$ cat src/sv/magnetorquer_pwm_command_core_defines.svh
// Assertion macros shared by the magnetorquer PWM command RTL.
`ifndef MAGNETORQUER_PWM_COMMAND_CORE_DEFINES_SVH
`define MAGNETORQUER_PWM_COMMAND_CORE_DEFINES_SVH

// Same-cycle implication, clocked on clk and held off during reset.
`define MPC_ASSERT_NOW(label, ante, cons, msg) \
    label: assert property (@(posedge clk) disable iff (!rst_n) (ante) |-> (cons)) \
        else $error(msg);

// Next-cycle implication, clocked on clk and held off during reset.
`define MPC_ASSERT_NEXT(label, ante, cons, msg) \
    label: assert property (@(posedge clk) disable iff (!rst_n) (ante) |=> (cons)) \
        else $error(msg);

`endif

$ cat src/sv/mpc_pkg.sv
// Shared types and constants for the magnetorquer PWM command block.
package mpc_pkg;

    // Field widths.
    localparam int MOM_W  = 16;
    localparam int LIM_W  = 15;
    localparam int ABS_W  = MOM_W + 1;
    localparam int CH_W   = 4;
    localparam int ON_W   = 12;

    // Duty scaling and the serial divider sized from it.
    localparam int PWM_FULL_SCALE = 4095;
    localparam int QUOT_W = $clog2(PWM_FULL_SCALE + 1);
    localparam int NUM_W  = LIM_W + QUOT_W;
    localparam int CNT_W  = $clog2(QUOT_W);

    // Channel sequencing.
    localparam int NUM_CHANNELS = 10;
    localparam logic [CH_W-1:0] LAST_CHAN = CH_W'(NUM_CHANNELS - 1);

    // Configuration registers.
    localparam int CFG_IDX_W = 1;
    localparam logic [CFG_IDX_W-1:0] REG_MAX_XY = 1'b0;
    localparam logic [CFG_IDX_W-1:0] REG_MAX_Z  = 1'b1;
    localparam logic [LIM_W-1:0] LIM_XY_RESET = 15'd14287;
    localparam logic [LIM_W-1:0] LIM_Z_RESET  = 15'd7143;

    // Sequencer states.
    typedef enum logic [2:0] {
        ST_IDLE,
        ST_MAG,
        ST_TEST,
        ST_DIV,
        ST_EMIT,
        ST_REJ
    } state_t;

    // Control and status between the sequencer and a divider lane.
    typedef struct packed {
        logic start;
    } div_ctrl_t;

    typedef struct packed {
        logic busy;
        logic done;
    } div_stat_t;

endpackage

$ cat src/sv/mpc_div.sv
// Bit-serial restoring divider: floor(diff * PWM_FULL_SCALE / den), one bit per cycle.
module mpc_div (
    input  logic                      clk,
    input  logic                      rst_n,
    input  mpc_pkg::div_ctrl_t        ctrl,
    input  logic [mpc_pkg::LIM_W-1:0] diff,
    input  logic [mpc_pkg::LIM_W-1:0] den,
    output mpc_pkg::div_stat_t        stat,
    output logic [mpc_pkg::QUOT_W-1:0] quot
);
    import mpc_pkg::*;

    logic [LIM_W-1:0]  rem_reg, rem_next;
    logic [QUOT_W-1:0] num_reg, num_next;
    logic [QUOT_W-1:0] quot_reg, quot_next;
    logic [LIM_W-1:0]  den_reg, den_next;
    logic [CNT_W-1:0]  cnt_reg, cnt_next;
    logic              busy_reg, busy_next;
    logic              done_reg, done_next;

    logic [NUM_W-1:0]  prod;
    logic [LIM_W:0]    trial;
    logic [LIM_W-1:0]  trial_sub;
    logic              ge;

    // Scaled numerator; the high part seeds the remainder, the low part shifts in.
    assign prod      = NUM_W'(diff) * NUM_W'(PWM_FULL_SCALE);
    assign trial     = {rem_reg, num_reg[QUOT_W-1]};
    assign ge        = trial >= {1'b0, den_reg};
    // The remainder stays below the divisor, so the low bits of the difference suffice.
    assign trial_sub = trial[LIM_W-1:0] - den_reg;

    // One quotient bit per cycle.
    always_comb
    begin
        rem_next  = rem_reg;
        num_next  = num_reg;
        quot_next = quot_reg;
        den_next  = den_reg;
        cnt_next  = cnt_reg;
        busy_next = busy_reg;
        done_next = 1'b0;
        if (ctrl.start)
        begin
            rem_next  = prod[NUM_W-1:QUOT_W];
            num_next  = prod[QUOT_W-1:0];
            den_next  = den;
            cnt_next  = '0;
            busy_next = 1'b1;
        end
        else if (busy_reg)
        begin
            rem_next  = ge ? trial_sub : trial[LIM_W-1:0];
            num_next  = {num_reg[QUOT_W-2:0], 1'b0};
            quot_next = {quot_reg[QUOT_W-2:0], ge};
            cnt_next  = cnt_reg + 1'b1;
            if (cnt_reg == CNT_W'(QUOT_W - 1))
            begin
                busy_next = 1'b0;
                done_next = 1'b1;
            end
        end
    end

    // Control state.
    always_ff @(posedge clk or negedge rst_n)
    begin
        if (!rst_n)
        begin
            busy_reg <= 1'b0;
            done_reg <= 1'b0;
            cnt_reg  <= '0;
        end
        else
        begin
            busy_reg <= busy_next;
            done_reg <= done_next;
            cnt_reg  <= cnt_next;
        end
    end

    // Datapath.
    always_ff @(posedge clk)
    begin
        rem_reg  <= rem_next;
        num_reg  <= num_next;
        quot_reg <= quot_next;
        den_reg  <= den_next;
    end

    assign stat.busy = busy_reg;
    assign stat.done = done_reg;
    assign quot      = quot_reg;

endmodule

$ cat src/sv/magnetorquer_pwm_command_core.sv
// Top level of the magnetorquer PWM command block: limit check, duty divide, channel output.
// A request on s_axis is checked against the X/Y and Z limits. A rejected request gives one
// result with the rejected and error flags set, loaded once the output register is free, and
// the next request can be taken after that result has entered the output register. An
// accepted request runs its three axis duties through three parallel bit-serial dividers,
// one quotient bit per cycle, then sends ten channel transactions, one per cycle while m_axis
// is ready; the serial divide and the one-channel-per-cycle output set how long a request
// occupies the block. The next request is taken once the last channel has entered the output
// register, even if that result still waits on m_axis.
`include "magnetorquer_pwm_command_core_defines.svh"

module magnetorquer_pwm_command_core (
    input  logic                          clk,
    input  logic                          rst_n,
    // Request stream.
    input  logic                          s_axis_tvalid,
    output logic                          s_axis_tready,
    input  logic [47:0]                   s_axis_tdata,   // moment_x, moment_y, moment_z
    // Channel setting stream.
    output logic                          m_axis_tvalid,
    input  logic                          m_axis_tready,
    output logic [15:0]                   m_axis_tdata,   // channel, on_count
    output logic [2:0]                    m_axis_tuser,   // full_off, rejected, error_seen
    output logic                          m_axis_tlast,
    // Configuration writes.
    input  logic                          cfg_we,
    input  logic [mpc_pkg::CFG_IDX_W-1:0] cfg_index,
    input  logic [mpc_pkg::LIM_W-1:0]     cfg_data
);
    import mpc_pkg::*;

    state_t state_reg, state_next;

    logic [LIM_W-1:0]  lim_xy_reg, lim_z_reg;
    logic              error_sticky_reg;
    logic [MOM_W-1:0]  mom_x_reg, mom_y_reg, mom_z_reg;
    logic [ABS_W-1:0]  abs_x_reg, abs_y_reg, abs_z_reg;
    logic [CH_W-1:0]   chan_cnt_reg, chan_cnt_next;

    logic              out_valid_reg, out_valid_next;
    logic [CH_W-1:0]   out_chan_reg;
    logic [ON_W-1:0]   out_on_reg;
    logic              out_off_reg, out_rej_reg, out_err_reg, out_last_reg;

    logic              in_fire, out_free, reject;
    logic              emit_load, rej_load, set_error, div_start;
    div_ctrl_t         div_ctrl;
    div_stat_t         stat_x, stat_y, stat_z;
    logic [QUOT_W-1:0] quot_x, quot_y, quot_z;
    logic [LIM_W-1:0]  diff_x, diff_y, diff_z;

    logic              sel_sign, sel_nz, drives, second_pair;
    logic [ON_W-1:0]   sel_duty;

    assign in_fire  = s_axis_tvalid && s_axis_tready;
    assign out_free = !out_valid_reg || m_axis_tready;

    // Limit check on the registered magnitudes.
    assign reject = (abs_x_reg > ABS_W'(lim_xy_reg)) || (abs_y_reg > ABS_W'(lim_xy_reg))
                 || (abs_z_reg > ABS_W'(lim_z_reg));

    assign diff_x = lim_xy_reg - abs_x_reg[LIM_W-1:0];
    assign diff_y = lim_xy_reg - abs_y_reg[LIM_W-1:0];
    assign diff_z = lim_z_reg  - abs_z_reg[LIM_W-1:0];

    // Next state.
    always_comb
    begin
        state_next = state_reg;
        case (state_reg)
            ST_IDLE: if (s_axis_tvalid) state_next = ST_MAG;
            ST_MAG:  state_next = ST_TEST;
            ST_TEST: state_next = reject ? ST_REJ : ST_DIV;
            ST_DIV:  if (stat_x.done) state_next = ST_EMIT;
            ST_EMIT: if (out_free && chan_cnt_reg == LAST_CHAN) state_next = ST_IDLE;
            ST_REJ:  if (out_free) state_next = ST_IDLE;
            default: state_next = ST_IDLE;
        endcase
    end

    // State outputs.
    always_comb
    begin
        s_axis_tready = 1'b0;
        div_start     = 1'b0;
        set_error     = 1'b0;
        emit_load     = 1'b0;
        rej_load      = 1'b0;
        case (state_reg)
            ST_IDLE: s_axis_tready = 1'b1;
            ST_TEST:
            begin
                div_start = !reject;
                set_error = reject;
            end
            ST_EMIT: emit_load = out_free;
            ST_REJ:  rej_load  = out_free;
            default: ;
        endcase
    end

    assign div_ctrl.start = div_start;

    // Three divider lanes, one per axis.
    mpc_div u_div_x (
        .clk(clk), .rst_n(rst_n), .ctrl(div_ctrl), .diff(diff_x), .den(lim_xy_reg),
        .stat(stat_x), .quot(quot_x)
    );
    mpc_div u_div_y (
        .clk(clk), .rst_n(rst_n), .ctrl(div_ctrl), .diff(diff_y), .den(lim_xy_reg),
        .stat(stat_y), .quot(quot_y)
    );
    mpc_div u_div_z (
        .clk(clk), .rst_n(rst_n), .ctrl(div_ctrl), .diff(diff_z), .den(lim_z_reg),
        .stat(stat_z), .quot(quot_z)
    );

    // Pick the axis of the current channel and decide whether it carries the duty.
    always_comb
    begin
        if (chan_cnt_reg[3])
        begin
            sel_sign = mom_z_reg[MOM_W-1];
            sel_nz   = |abs_z_reg;
            sel_duty = ON_W'(quot_z);
        end
        else if (chan_cnt_reg[2])
        begin
            sel_sign = mom_y_reg[MOM_W-1];
            sel_nz   = |abs_y_reg;
            sel_duty = ON_W'(quot_y);
        end
        else
        begin
            sel_sign = mom_x_reg[MOM_W-1];
            sel_nz   = |abs_x_reg;
            sel_duty = ON_W'(quot_x);
        end
        // The second pair of a bridge swaps the roles of pos and neg.
        second_pair = chan_cnt_reg[1] && !chan_cnt_reg[3];
        drives = (chan_cnt_reg[0] ^ second_pair) ? sel_sign : (!sel_sign && sel_nz);
    end

    assign chan_cnt_next = emit_load ? ((chan_cnt_reg == LAST_CHAN) ? '0 : chan_cnt_reg + 1'b1)
                                     : chan_cnt_reg;

    assign out_valid_next = (emit_load || rej_load) ? 1'b1
                          : (m_axis_tready ? 1'b0 : out_valid_reg);

    // Control state.
    always_ff @(posedge clk or negedge rst_n)
    begin
        if (!rst_n)
        begin
            state_reg        <= ST_IDLE;
            lim_xy_reg       <= LIM_XY_RESET;
            lim_z_reg        <= LIM_Z_RESET;
            error_sticky_reg <= 1'b0;
            chan_cnt_reg     <= '0;
            out_valid_reg    <= 1'b0;
        end
        else
        begin
            state_reg     <= state_next;
            chan_cnt_reg  <= chan_cnt_next;
            out_valid_reg <= out_valid_next;
            if (set_error)
            begin
                error_sticky_reg <= 1'b1;
            end
            if (cfg_we)
            begin
                case (cfg_index)
                    REG_MAX_XY: lim_xy_reg <= cfg_data;
                    REG_MAX_Z:  lim_z_reg  <= cfg_data;
                    default: ;
                endcase
            end
        end
    end

    // Request capture and magnitudes.
    always_ff @(posedge clk)
    begin
        if (in_fire)
        begin
            mom_x_reg <= s_axis_tdata[15:0];
            mom_y_reg <= s_axis_tdata[31:16];
            mom_z_reg <= s_axis_tdata[47:32];
        end
        if (state_reg == ST_MAG)
        begin
            abs_x_reg <= mom_x_reg[MOM_W-1] ? -{1'b1, mom_x_reg} : {1'b0, mom_x_reg};
            abs_y_reg <= mom_y_reg[MOM_W-1] ? -{1'b1, mom_y_reg} : {1'b0, mom_y_reg};
            abs_z_reg <= mom_z_reg[MOM_W-1] ? -{1'b1, mom_z_reg} : {1'b0, mom_z_reg};
        end
    end

    // Output register.
    always_ff @(posedge clk)
    begin
        if (emit_load)
        begin
            out_chan_reg <= chan_cnt_reg;
            out_on_reg   <= drives ? sel_duty : '0;
            out_off_reg  <= !drives;
            out_rej_reg  <= 1'b0;
            out_err_reg  <= error_sticky_reg;
            out_last_reg <= (chan_cnt_reg == LAST_CHAN);
        end
        else if (rej_load)
        begin
            out_chan_reg <= '0;
            out_on_reg   <= '0;
            out_off_reg  <= 1'b0;
            out_rej_reg  <= 1'b1;
            out_err_reg  <= 1'b1;
            out_last_reg <= 1'b1;
        end
    end

    assign m_axis_tvalid = out_valid_reg;
    assign m_axis_tdata  = {out_on_reg, out_chan_reg};
    assign m_axis_tuser  = {out_err_reg, out_rej_reg, out_off_reg};
    assign m_axis_tlast  = out_last_reg;

    // The three divider lanes run in lockstep.
    `MPC_ASSERT_NOW(a_lanes_lockstep, 1'b1, (stat_y == stat_x) && (stat_z == stat_x),
        "divider lanes out of step")
    // Waiting for a quotient means a divider is running or just finished.
    `MPC_ASSERT_NOW(a_div_running, state_reg == ST_DIV, stat_x.busy || stat_x.done,
        "waiting on an idle divider")
    // The error flag never clears once set.
    `MPC_ASSERT_NEXT(a_error_sticky, error_sticky_reg, error_sticky_reg,
        "sticky error flag cleared")

endmodule

$ cat config.mk
export PLATFORM = sky130hd
export DESIGN_NAME = magnetorquer_pwm_command_core
export DESIGN_NICKNAME = d
export VERILOG_FILES = /design/src/sv/mpc_pkg.sv /design/src/sv/mpc_div.sv /design/src/sv/magnetorquer_pwm_command_core.sv
export VERILOG_INCLUDE_DIRS = /design/src /design/src/sv
export SDC_FILE = /design/constraint.sdc
export NUM_CORES = 1
export LEC_CHECK = 0
export ABC_CLOCK_PERIOD_IN_PS = 18100
export BUFFER_PORTS_ARGS = -buffer_cell sky130_fd_sc_hd__buf_2
export CAP_MARGIN = 15
export CORE_MARGIN = 3
export CORE_UTILIZATION = 50
export DETAILED_ROUTE_END_ITERATION = 8
export GPL_TIMING_DRIVEN = 0
export PLACE_DENSITY = 0.77
export RECOVER_POWER = 25
export SETUP_SLACK_MARGIN = 0.1
export SYNTH_ARGS = -nofsm -noshare
export SYNTH_HDL_FRONTEND = slang
export SYNTH_SLANG_ARGS = --single-unit
export TNS_END_PERCENT = 30
$ cat constraint.sdc
create_clock -name clk -period 18.1 [get_ports clk]
set_clock_uncertainty 0.2 [all_clocks]
set_input_delay 0.905 -clock clk [delete_from_list [all_inputs] [get_ports clk]]
set_output_delay 0.905 -clock clk [all_outputs]
set_load 0.1 [all_outputs]
==> results of run 1 <==
==> path summary, 6_finish.rpt <==
kind / start / to / slack (ns) / cells after the start
min in group asynchronous: rst_n / m_axis_tvalid$_DFFE_PN0P_ / 0.38 / 1
hold / removal: u_div_y.quot[10]$_DFFE_PP_ / u_div_y.quot[11]$_DFFE_PP_ / 0.25 / 0
hold reg to reg: u_div_y.quot[10]$_DFFE_PP_ / u_div_y.quot[11]$_DFFE_PP_ / 0.25 / 0
setup reg to reg: lim_xy_reg[0]$_DFFE_PN1P_ / u_div_x.rem_reg[12]$_DFFE_PP_ / 9.33 / 29
setup / recovery: lim_xy_reg[0]$_DFFE_PN1P_ / u_div_x.rem_reg[12]$_DFFE_PP_ / 9.33 / 29
max in group asynchronous: rst_n / lim_z_reg[3]$_DFFE_PN0P_ / 14.82 / 2
==> cells in the final DEF (no fill, tap or decap), drive strengths merged, types with 24 or more instances in the layout <==
cell | netlist | final
xor2 | 92 | 92
mux2i | 53 | 53
edfxtp | 265 | 265
nor2 | 161 | 161
inv | 528 | 529
nand2 | 192 | 192
a21o | 66 | 66
nand4 | 24 | 24
ha | 354 | 354
fa | 231 | 231
a21oi | 145 | 145
nor2b | 33 | 33
nand3 | 37 | 37
o21ai | 149 | 149
nand2b | 31 | 31
buf | 30 | 127
mux2 | 25 | 25
xnor2 | 140 | 140
clkbuf | 31 | 79
nor3 | 61 | 61
dfrtp | 34 | 34
==> metrics by stage <==
step	std cells	setup slack, ns
final	3958	9.33
after global routing	3958	8.75
after CTS	3956	9.49
after detailed placement	3892	9.54
after global placement	3883	9.51
after floorplan	3020	10.41
==> area by class of cell <==
cell class / instances / area share
Multi-Input combinational cell: 2109 / 0.566
Sequential cell: 321 / 0.283
Inverter: 529 / 0.0599
Tap cell: 773 / 0.0292
Clock buffer: 46 / 0.0289
Timing Repair Buffer: 99 / 0.0171
Buffer: 61 / 0.00970
Clock inverter: 18 / 0.00649
Antenna cell: 2 / 0.000151
==> logic make-up (layout without fill, tap and decap cells) <==
logic type	Yosys count	after routing	share of synthesized area
simple gates	639	639	0.101
flops	321	321	0.308
buf+inv	590	753	0.0759
other cells	1	5	0.000123
mux	78	78	0.0268
fa+ha+maj	594	594	0.300
compound gates	563	563	0.120
xor+xnor	232	232	0.0670
==> per-layer routing <==
metal,vias up,share of wire
met1,10700,0.44
li1,10600,-
met2,702,0.46
met4,2,0.036
met5,-,0.000098
met3,142,0.060
==> worst register-to-register path, delay by kind of cell, from the launching register on <==
kind,cells,cell delay [ns]
compound gates,8,2.07
xor+xnor,2,0.56
fa+ha+maj,8,3.22
buf+inv,5,0.56
flops,1,0.60
mux,1,0.39
simple gates,5,0.94
==> reports/metrics.yaml, run 1 <==
run_status:
  outcome: "complete, but fails checks"
  failed_checks: "capacitance limit, slew limit"
placed_design:
  dpl.hpwl_mm: 58.3
  finalWeightedCongestion: 0.968
  portBuffers: 90
  postPlaceCellArea_mm2: 0.0320
clock_tree:
  cts-root-buf: "clkbuf_16"
  post_cts_buffers: 0
  clock_sinks: 321
  path_clk_slew_ns: 0.06
  htree_levels: 2
  cts_resized: 0
  cts_tree: "built"
  numCtsBuffers: 36
  clk_latency_ns: 0.56
  clockBufferDepth: 3
  ctsHoldBuffers: 0
die:
  ios: 91
  dieArea_mm2: 0.0639
  initial_core_util: 0.511
  die_w_um: 253
  die_height_um: 253
  fp-row-count: 89
  core_mm2: 0.0596
logic_synthesis:
  netlist.area_leader.share: 0.261
  ys_types: 94
  netlist_instances: 3018
  synthTopCellsByArea: "edfxtp_1, fa_1, ha_1"
  synthArstFlopShare: 0.171
  synth_edf_count: 265
  ys_seq_elements: 321
  yosysSeqAreaShare: 0.308
  synthMostInstantiatedCell: "inv_1"
  netlist_area_mm2: 0.0304
  yosysTopAreaCell: "edfxtp_1"
  synth_flop_cell: "edfxtp_1"
  postSynthAreaPerCell_um2: 10.1
  ys_warn_count: 0
  synth_common_cells: "inv_1, ha_1, edfxtp_1, fa_1, nand2_1"
global_routing:
  top_usage_layer: "met2"
  grt_max_degree: 47
  grt_use_total: 0.227
  grt-ovfl-total: 0
  grt_pass1_vias: 21900
  antenna_found_initial: 3
  globalRouteMet2Util: 0.373
  grt_pass1_wl_mm: 115
  grt_use_met1: 0.308
  grt_use_met3: 0.0326
sta:
  min_period_ns: 8.77
  period_share: 0.484
  hold_viol: 0
  setup_viol: 0
  relSlewSlack: -0.370
  worstMarginPinSlew_ns: 2.06
  fmax_ghz: 0.114
  rsz0062_at_grt: "false"
  whs_ns: 0.245
  tns_ns: 0
  slew_viol_final: 35
finish:
  layout.nets: 3811
  regArea_mm2: 0.00938
  finish.utilization: 0.557
  multiInputGateArea_mm2: 0.0188
  fill_cells: 5047
  synthToLayoutAreaGrowth_pct: 8.98
  fin_area_mm2: 0.0332
  drive_gt1_frac: 0.0738
setup_path:
  critical_path_class: "reg -> reg"
  start_kind: "register"
  crit_arrival_ns: 8.86
  slowest_stage: "dfstp_1"
  cpMostUsedCell: "fa_1"
  cp-end-kind: "register"
  cp_data_required_time_ns: 18.20
  critical-path-max-stage-delay_ns: 0.60
  cpLargestDelayFamily: "adder cells"
  path_buf_inv: 5
  path_max_fanout: 7
routing:
  via_per_inst: 5.58
  vias: 22100
  totalWireLength_mm: 71.8
  wl_per_cell_um: 18.1
  drcViolationCount: 0
  first_iter_violations: 1766
  postRouteAntennaNets: 0
  drtPass1Iterations: 5
hold_path:
  hold_class: "reg -> reg"
flow_run:
  max-cap-violations: 1
Power of run 1 is left out: the tool's default activity adds up to more than one toggle a clock period on the data nets, which glitch-free logic cannot reach.
==> run 2, diff against run 1 <==
--- a/config.mk
+++ b/config.mk
@@ -6,14 +6,14 @@
 export SDC_FILE = /design/constraint.sdc
 export NUM_CORES = 1
 export LEC_CHECK = 0
-export ABC_CLOCK_PERIOD_IN_PS = 18100
+export ABC_CLOCK_PERIOD_IN_PS = 7300
 export BUFFER_PORTS_ARGS = -buffer_cell sky130_fd_sc_hd__buf_2
 export CAP_MARGIN = 15
 export CORE_MARGIN = 3
 export CORE_UTILIZATION = 50
 export DETAILED_ROUTE_END_ITERATION = 8
 export GPL_TIMING_DRIVEN = 0
-export PLACE_DENSITY = 0.77
+export PLACE_DENSITY = 0.8
 export RECOVER_POWER = 25
 export SETUP_SLACK_MARGIN = 0.1
 export SYNTH_ARGS = -nofsm -noshare
==> constraint.sdc (replaced) <==
create_clock -name clk -period 7.3 [get_ports clk]
set_clock_uncertainty 0.2 [all_clocks]
set_input_delay 0.365 -clock clk [delete_from_list [all_inputs] [get_ports clk]]
set_output_delay 0.365 -clock clk [all_outputs]
set_load 0.1 [all_outputs]
==> run 2 against run 1 <==
The run ends with setup timing left. Clock-buffer cell count shrank 4. Utilization grew 6.9 points. Sequential cell count is the same. Routed wire length grew 22%. Setup slack lost 9.7 ns. Critical path depth grew 1. Register-to-register slack lost 9.7 ns. Via count grew 11%. Highest routed layer is now met4.
==> reports/metrics.yaml, run 2 (synthesis results as in run 1) <==
sta:
  finalWorstSetupSlack_ns: -0.383  # was 9.33 ns
  setup_viol: 23  # was 0
  fmax_ghz: 0.130  # was 0.114 GHz
  min_period_ns: 7.68  # was 8.77 ns
  whs_ns: 0.0873  # was 0.245 ns
  worstMarginPinSlew_ns: 1.21  # was 2.06 ns
  tns_ns: -4.57  # was 0 ns
  rsz0062_at_grt: "true"  # was false
  relSlewSlack: 0.183  # was -0.370
  period_share: 1.05  # was 0.484
  hold_viol: 0  # unchanged
  slew_viol_final: 0  # was 35
global_routing:
  grt_pass1_wl_mm: 130  # was 115 mm
  grt_max_degree: 44  # was 47
  grt-ovfl-total: 0  # unchanged
  grt_use_total: 0.257  # was 0.227
  grt_pass1_vias: 24700  # was 21,900
  antenna_found_initial: 4  # was 3
clock_tree:
  clock_sinks: 321  # unchanged
  path_clk_slew_ns: 0.07  # was 0.06 ns
  cts-root-buf: "clkbuf_16"  # unchanged
  clk_latency_ns: 0.58  # was 0.56 ns
  htree_levels: 2  # unchanged
  cts_tree: "built"  # unchanged
  numCtsBuffers: 37  # was 36
  clockBufferDepth: 3  # unchanged
hold_path:
  min-delay-start: "s_axis_tvalid"  # was u_div_y.quot[10]$_DFFE_PP_
  hold_class: "in -> reg"  # was reg -> reg
  min_path_cells: 4  # was 0
  hold_end: "state_reg[0]$_DFFE_PN0P_"  # was u_div_y.quot[11]$_DFFE_PP_
placed_design:
  finalWeightedCongestion: 0.955  # was 0.968
  dpl.hpwl_mm: 58.4  # was 58.3 mm
  portBuffers: 90  # unchanged
finish:
  most-common-layout-cells: "inv_1, ha_1, edfxtp_1"  # unchanged
  layout.nets: 4029  # was 3,811
  drive_gt1_frac: 0.209  # was 0.0738
  fill_cells: 4126  # was 5,047
  mostFrequentLayoutCell: "inv_1"  # unchanged
  synthToLayoutAreaGrowth_pct: 22.5  # was 8.98%
setup_path:
  r2r_cells: 30  # was 29
  startpoint: "lim_z_reg[0]$_DFFE_PN1P_"  # was lim_xy_reg[0]$_DFFE_PN1P_
  cpMostUsedCell: "fa_1"  # unchanged
  critical_path_class: "reg -> reg"  # unchanged
  critical-path-max-stage-delay_ns: 0.56  # was 0.60 ns
  cp_data_required_time_ns: 7.41  # was 18.20 ns
  start_kind: "register"  # unchanged
  crit_arrival_ns: 7.80  # was 8.86 ns
  r2r_slack_ns: -0.38  # was 9.33 ns
  cp-end-kind: "register"  # unchanged
  path_max_fanout: 6  # was 7
  slowest_stage: "dfstp_2"  # was dfstp_1
  rr_endpoint: "u_div_z.rem_reg[14]$_DFFE_PP_"  # was u_div_x.rem_reg[12]$_DFFE_PP_
  r2r-start: "lim_z_reg[0]$_DFFE_PN1P_"  # was lim_xy_reg[0]$_DFFE_PN1P_
routing:
  first_iter_violations: 2307  # was 1,766
  via_per_inst: 5.87  # was 5.58
  postRouteAntennaNets: 0  # unchanged
  drtPass1Iterations: 9  # was 5
  drcViolationCount: 0  # unchanged
  totalWireLength_mm: 87.7  # was 71.8 mm
  vias: 24500  # was 22,100
  wl_per_cell_um: 21.0  # was 18.1 um
run_status:
  failed_checks: "setup timing"  # was capacitance limit, slew limit
  outcome: "complete, but fails checks"  # unchanged
die:
  die_w_um: 253  # unchanged
  ios: 91  # unchanged
  die_height_um: 253  # unchanged
  fp-row-count: 89  # unchanged
  core_mm2: 0.0596  # unchanged
  initial_core_util: 0.511  # unchanged
  dieArea_mm2: 0.0639  # unchanged
flow_run:
  max-cap-violations: 0  # was 1
run 2: worst max-delay path, delay by kind of cell, from the launching register on:
family | cells | cell delay [ns]
xor gates and xnor gates | 3 | 0.63
DFF | 1 | 0.56
and+or+nand+nor | 4 | 0.89
buffers and inverters | 8 | 0.96
muxes | 1 | 0.12
adders and majority gates | 7 | 2.79
AOI/OAI and AO/OA | 7 | 1.24
run 2: what timing repair did:
| item | CTS | global route |
|---|---|---|
| hold endpoints to repair | 100 | 0 |
| gates resized for setup | 288 | 162 |
| endpoints found under the setup margin | 44 | 40 |
| buffers inserted | 112 | 44 |
| pin swaps | 164 | 125 |
| hold buffers | 65 | 0 |
run 2: worst max-delay path by stage:
stage,end,depth (start not counted),slack [ns]
2_1_floorplan,u_div_z.rem_reg[14]$_DFFE_PP_,28,-0.02
3_3_place_gp,u_div_z.rem_reg[13]$_DFFE_PP_,26,-0.99
3_5_place_dp,u_div_y.rem_reg[14]$_DFFE_PP_,28,-1.06
4_1_cts,u_div_x.rem_reg[12]$_DFFE_PP_,29,-0.15
5_1_grt,u_div_z.rem_reg[14]$_DFFE_PP_,30,-0.49
6_report,u_div_z.rem_reg[14]$_DFFE_PP_,30,-0.38
run 2: through the flow:
stage / std cells / utilization / worst slack (ns) / area (um^2)
global route: 4177 / 0.625 / -0.494 / 37300
finish: 4178 / 0.626 / -0.383 / 37300
CTS: 4136 / 0.608 / -0.151 / 36200
global placement: 3883 / 0.536 / -0.987 / 31900
detailed placement: 3891 / 0.538 / -1.06 / 32000
floorplan: 3020 / - / -0.0239 / 30500
run 2: area by class of cell:
cell class	count	area, um^2	area share
Timing Repair Buffer	317	2450	0.0658
Inverter	529	2000	0.0536
Antenna cell	1	2.50	0.0000671
Clock buffer	42	966	0.0259
Tap cell	773	967	0.0260
Multi-Input combinational cell	2109	20900	0.561
Clock inverter	26	234	0.00628
Sequential cell	321	9380	0.252
Buffer	60	347	0.00930
run 2: per-layer routing:
layer	wire length (um)	vias to the layer above	track usage	part of all wire
li1	-	11000	-	-
met1	33300	11900	0.329	0.38
met2	42300	1316	0.437	0.48
met3	7390	301	0.0424	0.084
met4	4690	0	0.105	0.053
met5	0	-	0	0
Power of run 2 is left out for the same reason.
==> run 3, diff against run 2 <==
--- a/config.mk
+++ b/config.mk
@@ -13,7 +13,7 @@
 export CORE_UTILIZATION = 50
 export DETAILED_ROUTE_END_ITERATION = 8
 export GPL_TIMING_DRIVEN = 0
-export PLACE_DENSITY = 0.8
+export PLACE_DENSITY_LB_ADDON = 0.25
 export RECOVER_POWER = 25
 export SETUP_SLACK_MARGIN = 0.1
 export SYNTH_ARGS = -nofsm -noshare
==> run 3 against run 2 <==
The flow finishes with violations (capacitance limit, slew limit, setup timing). Global-route usage about the same. Maximum frequency increased by 2.5%. Via count decreased by 4.2%. Final cell count decreased by 0.26%. Non-clock buffer count decreased by 11. Final area about the same. Utilization about the same. Clock-buffer cell count increased by 10. First-iteration DRC count decreased by 40%. Largest cell class unchanged.
==> reports/metrics.yaml, run 3 (synthesis results as in run 1) <==
run_status:
  outcome: "complete, but fails checks"  # unchanged
  failed_checks: "capacitance limit, slew limit, setup timing"  # was setup timing
sta:
  worstMarginPinSlew_ns: 2.28  # was 1.21 ns
  setup_viol: 12  # was 23
  min_period_ns: 7.50  # was 7.68 ns
  rsz0062_at_grt: "true"  # unchanged
  slew_viol_final: 41  # was 0
  period_share: 1.03  # was 1.05
  hold_viol: 0  # unchanged
  finalWorstSetupSlack_ns: -0.199  # was -0.383 ns
  relSlewSlack: -0.523  # was 0.183
  fmax_ghz: 0.133  # was 0.130 GHz
global_routing:
  grt_use_total: 0.257  # about the same
  antenna_found_initial: 0  # was 4
  grt_pass1_wl_mm: 129  # was 130 mm
  grt-ovfl-total: 0  # unchanged
  grt_pass1_vias: 23900  # was 24,700
  grt_max_degree: 47  # was 44
clock_tree:
  clock_sinks: 321  # unchanged
  clockBufferDepth: 3  # unchanged
  path_clk_slew_ns: 0.06  # was 0.07 ns
  htree_levels: 2  # unchanged
  numCtsBuffers: 38  # was 37
  cts-root-buf: "clkbuf_16"  # unchanged
  clk_latency_ns: 0.56  # was 0.58 ns
  cts_tree: "built"  # unchanged
die:
  die_w_um: 253  # unchanged
  fp-row-count: 89  # unchanged
  ios: 91  # unchanged
  core_mm2: 0.0596  # unchanged
  dieArea_mm2: 0.0639  # unchanged
  die_height_um: 253  # unchanged
  initial_core_util: 0.511  # unchanged
setup_path:
  path_max_fanout: 4  # was 6
  start_kind: "register"  # unchanged
  cp_data_required_time_ns: 7.41  # about the same
  crit_arrival_ns: 7.61  # was 7.80 ns
  cp-end-kind: "register"  # unchanged
  critical_path_class: "reg -> reg"  # unchanged
  slowest_stage: "fa_2"  # was dfstp_2
  cpMostUsedCell: "fa_1"  # unchanged
  critical-path-max-stage-delay_ns: 0.63  # was 0.56 ns
placed_design:
  dp_cells: 3892  # was 3,891
  finalWeightedCongestion: 0.956  # was 0.955
  postPlaceCellArea_mm2: 0.0321  # was 0.0320 mm^2
  portBuffers: 90  # unchanged
  dpl.hpwl_mm: 62.0  # was 58.4 mm
routing:
  via_per_inst: 5.64  # was 5.87
  drtPass1Iterations: 6  # was 9
  totalWireLength_mm: 83.7  # was 87.7 mm
  wl_per_cell_um: 20.1  # was 21.0 um
  postRouteAntennaNets: 0  # unchanged
  drcViolationCount: 0  # unchanged
  first_iter_violations: 1383  # was 2,307
  vias: 23500  # was 24,500
finish:
  stdcell_count: 4167  # was 4,178
  drive_gt1_frac: 0.204  # was 0.209
  most-common-layout-cells: "inv_1, ha_1, edfxtp_1"  # unchanged
  synthToLayoutAreaGrowth_pct: 22.4  # was 22.5%
  fin_area_mm2: 0.0373  # about the same
  fill_cells: 4574  # was 4,126
  n_antenna_cell: 0  # was 1
  layout.nets: 4019  # was 4,029
  mostFrequentLayoutCell: "inv_1"  # unchanged
flow_run:
  max-cap-violations: 1  # was 0
hold_path:
  hold_class: "in -> reg"  # unchanged
run 3: changes by cell type in the layout (fill, tap and decap cells not counted), moves of 4 or more:
cell	previous run	this run
clkbuf_8	1	6
xnor2_1	109	103
clkinv_1	7	3
xnor2_4	4	8
buf_4	145	141
clkbuf_1	34	48
dfstp_2	13	9
buf_2	99	89
buf_6	28	19
dfstp_1	8	12
run 3: final timing paths:
kind,startpoint,end,slack [ns],cells past startpoint
setup / recovery,lim_xy_reg[1]$_DFFE_PN1P_,u_div_x.rem_reg[12]$_DFFE_PP_,-0.20,28
hold / removal,s_axis_tvalid,state_reg[0]$_DFFE_PN0P_,0.07,4
setup reg to reg,lim_xy_reg[1]$_DFFE_PN1P_,u_div_x.rem_reg[12]$_DFFE_PP_,-0.20,28
hold reg to reg,lim_xy_reg[14]$_DFFE_PN0P_,u_div_x.den_reg[14]$_DFFE_PP_,0.24,0
max in group asynchronous,rst_n,lim_z_reg[3]$_DFFE_PN0P_,3.92,3
min in group asynchronous,rst_n,m_axis_tvalid$_DFFE_PN0P_,0.31,2
run 3: area by class of cell:
cell class / instances / area, um^2 / share of cell area
Multi-Input combinational cell: 2109 / 21000 / 0.564
Timing Repair Buffer: 306 / 2320 / 0.0623
Sequential cell: 321 / 9380 / 0.252
Buffer: 60 / 347 / 0.00930
Tap cell: 773 / 967 / 0.0260
Clock inverter: 17 / 155 / 0.00416
Clock buffer: 52 / 1070 / 0.0288
Inverter: 529 / 2000 / 0.0538
run 3: critical path, delay by kind of cell, from the launching register on:
family                   cells  cell delay (ns)
flip-flops                   1             0.59
multiplexers                 2             0.65
adder cells (fa/ha/maj)      7             3.18
AND/OR/NAND/NOR              5             0.60
AO/OA/AOI/OAI                9             1.61
buffers and inverters        5             0.44
run 3: what timing repair did:
item / in CTS / in global routing
hold buffers: 65 / 0
buffers inserted: 87 / 56
gates resized for setup: 246 / 205
hold endpoints to repair: 114 / 0
gates cloned: 0 / 0
pin swaps: 108 / 163
setup endpoints to repair: 44 / 41
run 3: stage by stage:
| stage | util | hold WS, ns | setup TNS [ns] | worst slack (ns) |
|---|---|---|---|---|
| finish | 0.625 | 0.0709 | -0.959 | -0.199 |
| global route | 0.625 | 0.0698 | -4.86 | -0.471 |
| CTS | 0.602 | 0.0481 | -0.653 | -0.194 |
| detailed placement | 0.538 | 0.135 | -23.01 | -1.24 |
| global placement | 0.536 | 0.230 | -18.78 | -1.14 |
| floorplan | - | -0.131 | -0.0277 | -0.0239 |
run 3: routing by layer:
| metal | global-route usage | vias to the layer above | wire [um] |
|---|---|---|---|
| li1 | - | 11000 | - |
| met1 | 0.351 | 11600 | 36400 |
| met2 | 0.421 | 760 | 39100 |
| met3 | 0.0438 | 161 | 5140 |
| met4 | 0.0822 | 0 | 3000 |
| met5 | 0 | - | 0 |
Power of run 3 is left out for the same reason.
